$ cat src/next_lexicographic_permutation_top_defines.svh
// Assertion macros for the next-permutation block.
`ifndef NEXT_LEXICOGRAPHIC_PERMUTATION_TOP_DEFINES_SVH
`define NEXT_LEXICOGRAPHIC_PERMUTATION_TOP_DEFINES_SVH

`ifndef SYNTHESIS
// Property must hold at every clock edge outside reset
`define NLP_ASSERT(label, clk, rst_n, prop, msg) \
  label: assert property (@(posedge clk) disable iff (!rst_n) prop) \
    else $error(msg);
// Condition must never be seen outside reset
`define NLP_ASSERT_NEVER(label, clk, rst_n, cond, msg) \
  label: assert property (@(posedge clk) disable iff (!rst_n) !(cond)) \
    else $error(msg);
`else
`define NLP_ASSERT(label, clk, rst_n, prop, msg)
`define NLP_ASSERT_NEVER(label, clk, rst_n, cond, msg)
`endif

`endif

$ cat src/nlp_pkg.sv
`timescale 1ns / 1ps

package nlp_pkg;

  // Width of the element count register
  localparam int CFG_W = 4;

  // Element count after reset
  localparam logic [CFG_W-1:0] COUNT_RESET = 4'd10;

endpackage

$ cat src/nlp_ascent.sv
`timescale 1ns / 1ps

`include "next_lexicographic_permutation_top_defines.svh"

// Stages 1 and 2: mark ascents, then pick the rightmost one.
module nlp_ascent #(
  parameter int MAX_ELEMENTS = 10,
  parameter int ELEMENT_BITS = 4,
  localparam int SEQ_W = MAX_ELEMENTS * ELEMENT_BITS,
  localparam int IDX_W = $clog2(MAX_ELEMENTS),
  localparam int CNT_W = $clog2(MAX_ELEMENTS + 1)
) (
  input  logic                       clk_i,
  input  logic                       rst_ni,
  input  logic                       valid_i,
  input  logic [SEQ_W-1:0]           seq_i,
  input  logic [nlp_pkg::CFG_W-1:0]  count_i,
  output logic                       valid_o,
  output logic [SEQ_W-1:0]           seq_o,
  output logic [CNT_W-1:0]           n_o,
  output logic [IDX_W-1:0]           k_o,
  output logic                       found_o
);

  import nlp_pkg::*;

  logic [CNT_W-1:0]        n_sat;
  logic [MAX_ELEMENTS-2:0] asc_d;

  logic                    s1_valid_q;
  logic [SEQ_W-1:0]        s1_seq_q;
  logic [CNT_W-1:0]        s1_n_q;
  logic [MAX_ELEMENTS-2:0] s1_asc_q;

  logic [IDX_W-1:0]        k_d;
  logic                    found_d;

  logic                    s2_valid_q;
  logic [SEQ_W-1:0]        s2_seq_q;
  logic [CNT_W-1:0]        s2_n_q;
  logic [IDX_W-1:0]        s2_k_q;
  logic                    s2_found_q;

  // Saturate the count and flag each ascent inside the used slots
  always_comb begin
    if (int'(count_i) > MAX_ELEMENTS) begin
      n_sat = CNT_W'(MAX_ELEMENTS);
    end else begin
      n_sat = CNT_W'(count_i);
    end
    for (int i = 0; i < MAX_ELEMENTS - 1; i++) begin
      asc_d[i] = (int'(n_sat) > i + 1) &&
                 (seq_i[i*ELEMENT_BITS +: ELEMENT_BITS] <
                  seq_i[(i+1)*ELEMENT_BITS +: ELEMENT_BITS]);
    end
  end

  // Stage 1 control
  always_ff @(posedge clk_i or negedge rst_ni) begin
    if (!rst_ni) begin
      s1_valid_q <= 1'b0;
    end else begin
      s1_valid_q <= valid_i;
    end
  end

  // Stage 1 payload
  always_ff @(posedge clk_i) begin
    s1_seq_q <= seq_i;
    s1_n_q   <= n_sat;
    s1_asc_q <= asc_d;
  end

  // Take the rightmost ascent
  always_comb begin
    k_d     = '0;
    found_d = 1'b0;
    for (int i = 0; i < MAX_ELEMENTS - 1; i++) begin
      if (s1_asc_q[i]) begin
        k_d     = IDX_W'(i);
        found_d = 1'b1;
      end
    end
  end

  // Stage 2 control
  always_ff @(posedge clk_i or negedge rst_ni) begin
    if (!rst_ni) begin
      s2_valid_q <= 1'b0;
    end else begin
      s2_valid_q <= s1_valid_q;
    end
  end

  // Stage 2 payload
  always_ff @(posedge clk_i) begin
    s2_seq_q   <= s1_seq_q;
    s2_n_q     <= s1_n_q;
    s2_k_q     <= k_d;
    s2_found_q <= found_d;
  end

  assign valid_o = s2_valid_q;
  assign seq_o   = s2_seq_q;
  assign n_o     = s2_n_q;
  assign k_o     = s2_k_q;
  assign found_o = s2_found_q;

  `NLP_ASSERT(a_ascent_in_range, clk_i, rst_ni, (s2_valid_q && s2_found_q) |-> (int'(s2_k_q) + 1 < int'(s2_n_q)), "ascent index outside the used slots")

endmodule

$ cat src/nlp_pivot.sv
`timescale 1ns / 1ps

`include "next_lexicographic_permutation_top_defines.svh"

// Stages 3 and 4: find the rightmost tail element above the ascent element.
module nlp_pivot #(
  parameter int MAX_ELEMENTS = 10,
  parameter int ELEMENT_BITS = 4,
  localparam int SEQ_W = MAX_ELEMENTS * ELEMENT_BITS,
  localparam int IDX_W = $clog2(MAX_ELEMENTS),
  localparam int CNT_W = $clog2(MAX_ELEMENTS + 1)
) (
  input  logic             clk_i,
  input  logic             rst_ni,
  input  logic             valid_i,
  input  logic [SEQ_W-1:0] seq_i,
  input  logic [CNT_W-1:0] n_i,
  input  logic [IDX_W-1:0] k_i,
  input  logic             found_i,
  output logic             valid_o,
  output logic [SEQ_W-1:0] seq_o,
  output logic [CNT_W-1:0] n_o,
  output logic [IDX_W-1:0] k_o,
  output logic [IDX_W-1:0] l_o,
  output logic             found_o
);

  import nlp_pkg::*;

  logic [ELEMENT_BITS-1:0] elem [MAX_ELEMENTS];
  logic [ELEMENT_BITS-1:0] ek;
  logic [MAX_ELEMENTS-1:0] gt_d;

  logic                    s3_valid_q;
  logic [SEQ_W-1:0]        s3_seq_q;
  logic [CNT_W-1:0]        s3_n_q;
  logic [IDX_W-1:0]        s3_k_q;
  logic                    s3_found_q;
  logic [MAX_ELEMENTS-1:0] s3_gt_q;

  logic [IDX_W-1:0]        l_d;

  logic                    s4_valid_q;
  logic [SEQ_W-1:0]        s4_seq_q;
  logic [CNT_W-1:0]        s4_n_q;
  logic [IDX_W-1:0]        s4_k_q;
  logic [IDX_W-1:0]        s4_l_q;
  logic                    s4_found_q;

  // Compare each tail element against element k
  always_comb begin
    for (int i = 0; i < MAX_ELEMENTS; i++) begin
      elem[i] = seq_i[i*ELEMENT_BITS +: ELEMENT_BITS];
    end
    ek = elem[k_i];
    for (int i = 0; i < MAX_ELEMENTS; i++) begin
      gt_d[i] = (i > int'(k_i)) && (i < int'(n_i)) && (elem[i] > ek);
    end
  end

  // Stage 3 control
  always_ff @(posedge clk_i or negedge rst_ni) begin
    if (!rst_ni) begin
      s3_valid_q <= 1'b0;
    end else begin
      s3_valid_q <= valid_i;
    end
  end

  // Stage 3 payload
  always_ff @(posedge clk_i) begin
    s3_seq_q   <= seq_i;
    s3_n_q     <= n_i;
    s3_k_q     <= k_i;
    s3_found_q <= found_i;
    s3_gt_q    <= gt_d;
  end

  // Take the rightmost greater element, default to the slot after k
  always_comb begin
    l_d = s3_k_q + IDX_W'(1);
    for (int i = 0; i < MAX_ELEMENTS; i++) begin
      if (s3_gt_q[i]) begin
        l_d = IDX_W'(i);
      end
    end
  end

  // Stage 4 control
  always_ff @(posedge clk_i or negedge rst_ni) begin
    if (!rst_ni) begin
      s4_valid_q <= 1'b0;
    end else begin
      s4_valid_q <= s3_valid_q;
    end
  end

  // Stage 4 payload
  always_ff @(posedge clk_i) begin
    s4_seq_q   <= s3_seq_q;
    s4_n_q     <= s3_n_q;
    s4_k_q     <= s3_k_q;
    s4_l_q     <= l_d;
    s4_found_q <= s3_found_q;
  end

  assign valid_o = s4_valid_q;
  assign seq_o   = s4_seq_q;
  assign n_o     = s4_n_q;
  assign k_o     = s4_k_q;
  assign l_o     = s4_l_q;
  assign found_o = s4_found_q;

  `NLP_ASSERT_NEVER(a_pivot_exists, clk_i, rst_ni, s3_valid_q && s3_found_q && (s3_gt_q == '0), "ascent found but no greater tail element")

endmodule

$ cat src/nlp_rearr.sv
`timescale 1ns / 1ps

// Stage 5: swap pivot with the ascent element and reverse the tail.
module nlp_rearr #(
  parameter int MAX_ELEMENTS = 10,
  parameter int ELEMENT_BITS = 4,
  localparam int SEQ_W = MAX_ELEMENTS * ELEMENT_BITS,
  localparam int IDX_W = $clog2(MAX_ELEMENTS),
  localparam int CNT_W = $clog2(MAX_ELEMENTS + 1)
) (
  input  logic             clk_i,
  input  logic             rst_ni,
  input  logic             valid_i,
  input  logic [SEQ_W-1:0] seq_i,
  input  logic [CNT_W-1:0] n_i,
  input  logic [IDX_W-1:0] k_i,
  input  logic [IDX_W-1:0] l_i,
  input  logic             found_i,
  output logic             valid_o,
  output logic [SEQ_W-1:0] seq_o,
  output logic             wrapped_o
);

  import nlp_pkg::*;

  logic [ELEMENT_BITS-1:0] elem [MAX_ELEMENTS];
  logic [CNT_W:0]          base;
  logic [CNT_W:0]          src;
  logic [IDX_W-1:0]        src_idx;
  logic [SEQ_W-1:0]        seq_d;

  logic                    valid_q;
  logic [SEQ_W-1:0]        seq_q;
  logic                    wrapped_q;

  // Each used slot at or past the reversal base reads its mirror;
  // the ascent slot takes the pivot, and the pivot's mirror takes element k
  always_comb begin
    for (int i = 0; i < MAX_ELEMENTS; i++) begin
      elem[i] = seq_i[i*ELEMENT_BITS +: ELEMENT_BITS];
    end
    base    = found_i ? ((CNT_W+1)'(k_i) + (CNT_W+1)'(1)) : '0;
    seq_d   = seq_i;
    src     = '0;
    src_idx = '0;
    for (int j = 0; j < MAX_ELEMENTS; j++) begin
      src     = (CNT_W+1)'(n_i) - (CNT_W+1)'(1) + base - (CNT_W+1)'(j);
      src_idx = src[IDX_W-1:0];
      if ((j < int'(n_i)) && (j >= int'(base))) begin
        if (found_i && (src_idx == l_i)) begin
          seq_d[j*ELEMENT_BITS +: ELEMENT_BITS] = elem[k_i];
        end else begin
          seq_d[j*ELEMENT_BITS +: ELEMENT_BITS] = elem[src_idx];
        end
      end else if (found_i && (j == int'(k_i))) begin
        seq_d[j*ELEMENT_BITS +: ELEMENT_BITS] = elem[l_i];
      end
    end
  end

  // Result strobe
  always_ff @(posedge clk_i or negedge rst_ni) begin
    if (!rst_ni) begin
      valid_q <= 1'b0;
    end else begin
      valid_q <= valid_i;
    end
  end

  // Result payload
  always_ff @(posedge clk_i) begin
    seq_q     <= seq_d;
    wrapped_q <= !found_i;
  end

  assign valid_o   = valid_q;
  assign seq_o     = seq_q;
  assign wrapped_o = wrapped_q;

endmodule

$ cat src/next_lexicographic_permutation_top.sv
`timescale 1ns / 1ps

`include "next_lexicographic_permutation_top_defines.svh"

// Channel   Handshake                    Payload
// -------   ---------------------------  -----------------------------------
// input     start, busy                  current_sequence_i
// result    result_valid_o (strobe)      next_sequence_o, wrapped_o
// config    cfg_valid_i, cfg_ready_o     cfg_data_i (element count)
//
// Five register stages: ascent flags, ascent pick, pivot compare, pivot pick,
// swap and reverse. One item per cycle; each result shows for one cycle when
// its item leaves the last stage. busy stays low and cfg_ready_o stays high.
// Reset clears every stage valid bit and loads an element count of ten.
// The result side cannot stall, so nothing in the pipeline ever waits.
module next_lexicographic_permutation_top #(
  parameter int MAX_ELEMENTS = 10,
  parameter int ELEMENT_BITS = 4,
  localparam int SEQ_W = MAX_ELEMENTS * ELEMENT_BITS,
  localparam int IDX_W = $clog2(MAX_ELEMENTS),
  localparam int CNT_W = $clog2(MAX_ELEMENTS + 1)
) (
  input  logic                       clk_i,
  input  logic                       rst_ni,
  input  logic                       start,
  output logic                       busy,
  input  logic [SEQ_W-1:0]           current_sequence_i,
  input  logic                       cfg_valid_i,
  output logic                       cfg_ready_o,
  input  logic [nlp_pkg::CFG_W-1:0]  cfg_data_i,
  output logic                       result_valid_o,
  output logic [SEQ_W-1:0]           next_sequence_o,
  output logic                       wrapped_o
);

  import nlp_pkg::*;

  logic [CFG_W-1:0] count_q;

  logic             a_valid;
  logic [SEQ_W-1:0] a_seq;
  logic [CNT_W-1:0] a_n;
  logic [IDX_W-1:0] a_k;
  logic             a_found;

  logic             p_valid;
  logic [SEQ_W-1:0] p_seq;
  logic [CNT_W-1:0] p_n;
  logic [IDX_W-1:0] p_k;
  logic [IDX_W-1:0] p_l;
  logic             p_found;

  assign busy        = 1'b0;
  assign cfg_ready_o = 1'b1;

  // Hold the element count; load it on a config transfer
  always_ff @(posedge clk_i or negedge rst_ni) begin
    if (!rst_ni) begin
      count_q <= COUNT_RESET;
    end else if (cfg_valid_i && cfg_ready_o) begin
      count_q <= cfg_data_i;
    end
  end

  nlp_ascent #(
    .MAX_ELEMENTS (MAX_ELEMENTS),
    .ELEMENT_BITS (ELEMENT_BITS)
  ) u_ascent (
    .clk_i   (clk_i),
    .rst_ni  (rst_ni),
    .valid_i (start && !busy),
    .seq_i   (current_sequence_i),
    .count_i (count_q),
    .valid_o (a_valid),
    .seq_o   (a_seq),
    .n_o     (a_n),
    .k_o     (a_k),
    .found_o (a_found)
  );

  nlp_pivot #(
    .MAX_ELEMENTS (MAX_ELEMENTS),
    .ELEMENT_BITS (ELEMENT_BITS)
  ) u_pivot (
    .clk_i   (clk_i),
    .rst_ni  (rst_ni),
    .valid_i (a_valid),
    .seq_i   (a_seq),
    .n_i     (a_n),
    .k_i     (a_k),
    .found_i (a_found),
    .valid_o (p_valid),
    .seq_o   (p_seq),
    .n_o     (p_n),
    .k_o     (p_k),
    .l_o     (p_l),
    .found_o (p_found)
  );

  nlp_rearr #(
    .MAX_ELEMENTS (MAX_ELEMENTS),
    .ELEMENT_BITS (ELEMENT_BITS)
  ) u_rearr (
    .clk_i     (clk_i),
    .rst_ni    (rst_ni),
    .valid_i   (p_valid),
    .seq_i     (p_seq),
    .n_i       (p_n),
    .k_i       (p_k),
    .l_i       (p_l),
    .found_i   (p_found),
    .valid_o   (result_valid_o),
    .seq_o     (next_sequence_o),
    .wrapped_o (wrapped_o)
  );

  `NLP_ASSERT(a_fixed_latency, clk_i, rst_ni, (start && !busy) |-> ##5 result_valid_o, "result strobe missing five cycles after transfer")

endmodule

$ cat config.mk
export PLATFORM = sky130hd
export DESIGN_NAME = next_lexicographic_permutation_top
export DESIGN_NICKNAME = d
export VERILOG_FILES = /design/src/nlp_pkg.sv /design/src/nlp_ascent.sv /design/src/nlp_pivot.sv /design/src/nlp_rearr.sv /design/src/next_lexicographic_permutation_top.sv
export VERILOG_INCLUDE_DIRS = /design/src /design/src/src
export SDC_FILE = /design/constraint.sdc
export NUM_CORES = 1
export LEC_CHECK = 0
export BUFFER_PORTS_ARGS = -buffer_cell sky130_fd_sc_hd__buf_2
export CORE_MARGIN = 2
export CORE_UTILIZATION = 50
export CTS_CLUSTER_SIZE = 28
export DETAILED_ROUTE_END_ITERATION = 16
export PLACE_DENSITY = 0.68
export SLEW_MARGIN = 5
export SYNTH_ARGS = -nofsm -noshare
export SYNTH_HDL_FRONTEND = slang
export SYNTH_HIERARCHICAL = 1
export SYNTH_SLANG_ARGS = --single-unit
$ cat constraint.sdc
create_clock -name clk_i -period 7.45 [get_ports clk_i]
set_clock_uncertainty 0.05 [all_clocks]
set_input_delay 1.1175 -clock clk_i [delete_from_list [all_inputs] [get_ports clk_i]]
set_output_delay 1.1175 -clock clk_i [all_outputs]
set_load 0.01 [all_outputs]
==> results.sh, run 1 <==
export IMPL_outcome="completed"
export IMPL_synth_cell_types=75
export IMPL_hpwlAfterDp_mm=26.33
export IMPL_cp_start_kind="flip-flop"
export IMPL_synth_area_um2=12650
export IMPL_grt_pass1_vias=9838
export IMPL_crit_buf_inv=1
export IMPL_io_pins=92
export IMPL_cp_top_family="adder cells"
export IMPL_postCtsSetupBuffers=0
export IMPL_drv_slew=0
export IMPL_start_util_pct=50.52
export IMPL_netlist_instances=1243
export IMPL_crit_type="flip-flop to flip-flop"
export IMPL_reg2reg_from="u_pivot/k_o[1]$_DFF_P_"
export IMPL_grt_max_degree=48
export IMPL_critical_path_startpoint="u_pivot/k_o[1]$_DFF_P_"
export IMPL_vias_per_cell=6.197
export IMPL_cts_resized_gates=0
export IMPL_utilization_pct=56.84
export IMPL_max_slew_margin_pct=26.53
export IMPL_min_path_cells=0
export IMPL_hold_end="u_pivot/seq_o[8]$_DFF_P_"
export IMPL_clockBufferDepth=3
export IMPL_ctsHoldBuffers=0
export IMPL_dr_pass1_iters=6
export IMPL_pre_cts_ws_ns=2.300
export IMPL_crit_chain="ha_1, xor2_1, nand2_1, ha_1, fa_1, clkinv_1, nor2_1, nand2_1, xnor2_1, o21ai_0, nand2_1, a41oi_1"
export IMPL_h_tree_depth=1
export IMPL_post_place_cells=1606
export IMPL_fmax_ghz=0.1897
export IMPL_drtIter0Drc=1133
export IMPL_clkLatencyLatePin_ns=0.56
export IMPL_cp_arrival_ns=5.61
export IMPL_r2r_setup_slack_ns=2.18
export IMPL_setup_viol=0
export IMPL_portBuffers=89
export IMPL_synthToLayoutAreaGrowth_pct=12.49
export IMPL_cts_sinks=263
export IMPL_final_cells=1654
export IMPL_final_antenna_net_count=0
export IMPL_cts_tree="built"
export IMPL_worstMarginPinSlew_ns=1.094
export IMPL_cpMostUsedCell="nand2_1"
export IMPL_die_h_um=163.1
export IMPL_gr_usage_all_layers_pct=27.52
export IMPL_critPathSlowestCell="xnor2_1"
export IMPL_rsz0062_at_grt="false"
export IMPL_yosys_area_top_type_share_pct=40.20
export IMPL_ys_ff_latch=263
export IMPL_synthTopCellsByArea="dfxtp_1 40%, ha_1 7.4%, mux4_2 7.3%"
export IMPL_die_x_um=163.1
export IMPL_cpPeakStageDelay_ns=0.90
export IMPL_drc=0
export IMPL_avgSynthCellArea_um2=10.18
export IMPL_gr_total_overflow=0
export IMPL_cts_reportedPaths_clkPinSlew_ns=0.06
export IMPL_wl_mm=37.00
export IMPL_synthArstFlopShare_pct=3.422
export IMPL_drv_cap=0
export IMPL_vias=10250
export IMPL_fin_crit_sh_pct=70.75
export IMPL_reg2reg_to="u_rearr/seq_o[39]$_DFF_P_"
export IMPL_synth_edf_count=0
export IMPL_synthFlopType="dfxtp_1"
export IMPL_hold_viol=0
export IMPL_core_region_area_um2=25040
export IMPL_tns_ns=0
export IMPL_synth_top_area_cell="dfxtp_1"
export IMPL_grt_pass1_wl_mm=55.95
export IMPL_holdCritPathClass="flip-flop to flip-flop"
export IMPL_wl_per_cell_um=22.37
export IMPL_drive_above_1_share_pct=17.01
export IMPL_min_from="u_pivot/s3_seq_q[8]$_DFF_P_"
export IMPL_reg2reg_depth=12
export IMPL_num_rows=58
export IMPL_setup_ws_ns=2.179
export IMPL_cts_made_buffers=26
export IMPL_fin_nets=1428
export IMPL_antenna_found_initial=0
export IMPL_end_kind="flip-flop"
export IMPL_yosysWarnings=6
export IMPL_post_route_min_period_ns=5.271
export IMPL_syn_nets=1367
export IMPL_synth_yosys_seq_area_share_pct=42.00
export IMPL_required_ns=7.79
export IMPL_cp_max_fo=23
export IMPL_die_area_um2=26590
export IMPL_gp_congestion=1.018
export IMPL_root_buffer="clkbuf_16"
==> final cells by class <==
class                      count  area (um2)
sequential                   263        5313
timing repair buffer         102       543.0
fill                        2186       10810
inverter                      52       195.2
tap                          330       412.9
clock buffer                  37       773.2
clock inverter                10       160.2
antenna                        1       2.502
multi-input combinational    859        6830
==> cell usage after synthesis, types with 6 or more instances <==
cell / instances
and2_1: 8
nand4_1: 13
inv_1: 49
o21ai_0: 39
buf_2: 20
a31oi_1: 8
o31ai_1: 16
mux2_2: 17
buf_4: 6
nor3_1: 20
nor2b_1: 29
clkbuf_1: 28
and3_1: 7
o211ai_1: 41
buf_1: 13
nand3_1: 20
a211oi_1: 19
nand2b_1: 14
ha_1: 75
nor2_1: 72
mux2i_1: 90
o21a_1: 7
xor2_1: 7
a21oi_1: 83
o22ai_1: 20
a221oi_1: 7
mux4_2: 41
dfxtp_1: 254
xnor2_1: 19
dfrtp_1: 7
nand2_1: 94
nor3b_1: 7
a211o_1: 7
==> layer usage <==
| layer | share of wire, % | wire length, um | GRT usage [%] |
|---|---|---|---|
| met1 | 38 | 14180 | 33.59 |
| met2 | 46 | 17100 | 45.88 |
| met3 | 9.4 | 3474 | 5.383 |
| met4 | 6.1 | 2249 | 15.00 |
| met5 | 0 | 0 | 0 |
==> layout by cell type (no fill, tap or decap), types with 29 or more instances in the layout <==
cell,synthesis,routed
nand2_1,94,94
o211ai_1,41,41
ha_1,75,74
dfxtp_1,254,254
a21oi_1,83,83
o21ai_0,39,39
inv_1,49,49
nor2b_1,29,29
mux2i_1,90,90
buf_2,20,89
mux4_2,41,41
nor2_1,72,72
==> stage by stage <==
step | hold slack [ns] | instance area (um2)
finish | 0.2498 | 14230
global route | 0.2702 | 14230
CTS | 0.2560 | 14230
detailed placement | 0.2621 | 13290
global placement | 0.2600 | 13290
floorplan | 0.2596 | 12650
==> worst max-delay path by stage <==
| stage | depth (start not counted) | end |
|---|---|---|
| 2_1_floorplan | 17 | u_rearr/seq_o[6]$_DFF_P_ |
| 3_3_place_gp | 12 | u_rearr/seq_o[39]$_DFF_P_ |
| 3_5_place_dp | 12 | u_rearr/seq_o[39]$_DFF_P_ |
| 4_1_cts | 12 | u_rearr/seq_o[39]$_DFF_P_ |
| 5_1_grt | 15 | u_rearr/seq_o[39]$_DFF_P_ |
| 6_report | 12 | u_rearr/seq_o[39]$_DFF_P_ |
==> flip-flops by register name, indices dropped and copies added, names as in the netlist, 4 cells and up <==
register           flops
u_ascent/s1_seq_q     40
u_ascent/s1_asc_q      9
u_ascent/n_o           4
u_pivot/k_o            4
count_q                4
u_pivot/seq_o         40
u_ascent/s1_n_q        4
u_pivot/s3_n_q         4
u_ascent/k_o           4
u_ascent/seq_o        40
u_pivot/l_o            4
u_rearr/seq_o         40
u_pivot/s3_seq_q      40
u_pivot/s3_k_q         4
u_pivot/n_o            4
u_pivot/s3_gt_q        9
==> kinds of logic after synthesis <==
| family | after synthesis | synth area share, % |
|---|---|---|
| xor+xnor | 31 | 2.681 |
| simple gates | 301 | 11.44 |
| compound gates | 299 | 15.81 |
| other cells | 2 | 0.05937 |
| mux | 150 | 16.35 |
| buf+inv | 121 | 4.085 |
| fa+ha+maj | 76 | 7.577 |
| flops | 263 | 42.00 |
Power of run 1 is not shown: default switching activity piles up to over one toggle a cycle in this logic, so the estimate is an artifact.
==> inputs of run 2 (changes only) <==
- PLACE_DENSITY: 0.68 -> 0.71
- clock period: 7.45 -> 4.57 ns (I/O delays scaled with it)
==> results.sh, run 2 (synthesized netlist as in run 1, its figures left out) <==
export IMPL_grt_pass1_vias=9921
export IMPL_final_antenna_net_count=0
export IMPL_rsz0062_at_grt="false"
export IMPL_synthToLayoutAreaGrowth_pct=13.03
export IMPL_dr_pass1_iters=5
export IMPL_wl_per_cell_um=22.75
export IMPL_vias=10220
export IMPL_post_route_min_period_ns=4.219
export IMPL_gr_usage_all_layers_pct=28.51
export IMPL_seq_area_um2=5313
export IMPL_fin_crit_sh_pct=92.31
export IMPL_drv_slew=0
export IMPL_root_buffer="clkbuf_16"
export IMPL_core_region_area_um2=25040
export IMPL_drv_cap=0
export IMPL_gp_congestion=1.006
export IMPL_start_util_pct=50.52
export IMPL_fmax_ghz=0.2371
export IMPL_num_rows=58
export IMPL_h_tree_depth=1
export IMPL_fin_nets=1439
export IMPL_antenna_cells=0
export IMPL_outcome="completed"
export IMPL_grt_max_degree=47
export IMPL_cp_arrival_ns=4.58
export IMPL_wl_mm=37.87
export IMPL_end_kind="flip-flop"
export IMPL_crit_type="flip-flop to flip-flop"
export IMPL_max_slew_margin_pct=16.77
export IMPL_io_pins=92
export IMPL_vias_per_cell=6.136
export IMPL_cts_sinks=263
export IMPL_multi_input_area_um2=6844
export IMPL_hold_viol=0
export IMPL_holdCritPathClass="input port to flip-flop"
export IMPL_required_ns=4.93
export IMPL_whs_ns=0.1906
export IMPL_clockBufferDepth=3
export IMPL_cp_start_kind="flip-flop"
export IMPL_drtIter0Drc=1020
export IMPL_drive_above_1_share_pct=18.13
export IMPL_die_x_um=163.1
export IMPL_cts_tree="built"
export IMPL_setup_viol=0
export IMPL_cts_reportedPaths_clkPinSlew_ns=0.06
export IMPL_cp_max_fo=45
export IMPL_postCtsSetupBuffers=0
export IMPL_clkLatencyLatePin_ns=0.56
export IMPL_layout_cells_most_common="dfxtp_1"
export IMPL_worstMarginPinSlew_ns=1.246
export IMPL_final_cell_mix="254 x dfxtp_1, 94 x nand2_1, 90 x mux2i_1"
export IMPL_drc=0
export IMPL_hpwlAfterDp_mm=27.73
export IMPL_fillers=2229
export IMPL_antenna_found_initial=0
export IMPL_tns_ns=0
export IMPL_portBuffers=89
export IMPL_die_area_um2=26590
export IMPL_gr_total_overflow=0
export IMPL_cts_made_buffers=26
export IMPL_die_h_um=163.1
export IMPL_grt_pass1_wl_mm=57.39
-- run 2: cell count changes in the layout (fill, tap and decap cells not counted), moves of 2 or more --
cell        previous run  this run
clkbuf_8               6         3
clkinv_2               3         5
buf_4                 13        22
clkinvlp_4             1         4
clkinv_4               1         5
clkbuf_1               4         0
-- run 2: through the flow --
step           cells  setup slack (ns)  cell area (um2)  utilization, %
3_5_place_dp    1616            0.1980            13370           53.42
2_1_floorplan   1243           0.01197            12650               -
5_1_grt         1665           0.05715            14300           57.11
6_report        1665            0.3515            14300           57.11
4_1_cts         1665            0.2012            14290           57.06
3_3_place_gp    1616            0.2636            13370           53.42
-- run 2: critical path: stages (launching register included) --
cell and delay (ns):
dfxtp_1 0.43, inv_1 0.13, ha_1 0.39, nand2_1 0.13, ha_1 0.29, inv_1 0.06, ha_1 0.13, inv_1 0.05
fa_1 0.52, buf_6 0.33, nor2_1 0.10, a2111oi_1 0.54, buf_4 0.21, nand2_1 0.08, o311a_1 0.36, o311ai_0 0.10
o211ai_1 0.14
-- run 2: routing by layer --
| metal | wire, um | part of all wire, % | track usage (%) | up-vias |
|---|---|---|---|---|
| met5 | 0 | 0 | 0 | - |
| met4 | 2387 | 6.3 | 15.53 | 0 |
| met3 | 3136 | 8.3 | 5.358 | 151 |
| met2 | 17970 | 47 | 48.94 | 551 |
| met1 | 14370 | 38 | 33.75 | 4798 |
| li1 | - | - | - | 4716 |
-- run 2: cell type report --
type,count,area share (%)
Multi-Input combinational cell,859,47.87
Sequential cell,263,37.16
Clock buffer,29,4.839
Timing Repair Buffer,113,4.419
Tap cell,330,2.888
Clock inverter,19,1.461
Inverter,52,1.365
-- run 2: worst paths after layout --
check	start	endpoint	cells after the start	slack, ns
max reg2reg	u_pivot/k_o[0]$_DFF_P_	u_rearr/seq_o[27]$_DFF_P_	16	0.35
max	u_pivot/k_o[0]$_DFF_P_	u_rearr/seq_o[27]$_DFF_P_	16	0.35
max in group asynchronous	rst_ni	count_q[3]$_DFFE_PN1P_	2	3.78
min in group asynchronous	rst_ni	count_q[0]$_DFFE_PN0P_	2	0.45
min reg2reg	u_ascent/s1_seq_q[38]$_DFF_P_	u_ascent/seq_o[38]$_DFF_P_	0	0.27
min	start	u_ascent/s1_valid_q$_DFF_PN0_	1	0.19
-- run 2: what timing repair did --
| item | CTS | global route |
|---|---|---|
| hold buffers | 1 | 0 |
| gates resized for setup | 0 | 3 |
| endpoints found under the hold margin | 7 | 0 |
| endpoints found under the setup margin | 0 | 6 |
Power of run 2 is left out for the same reason.
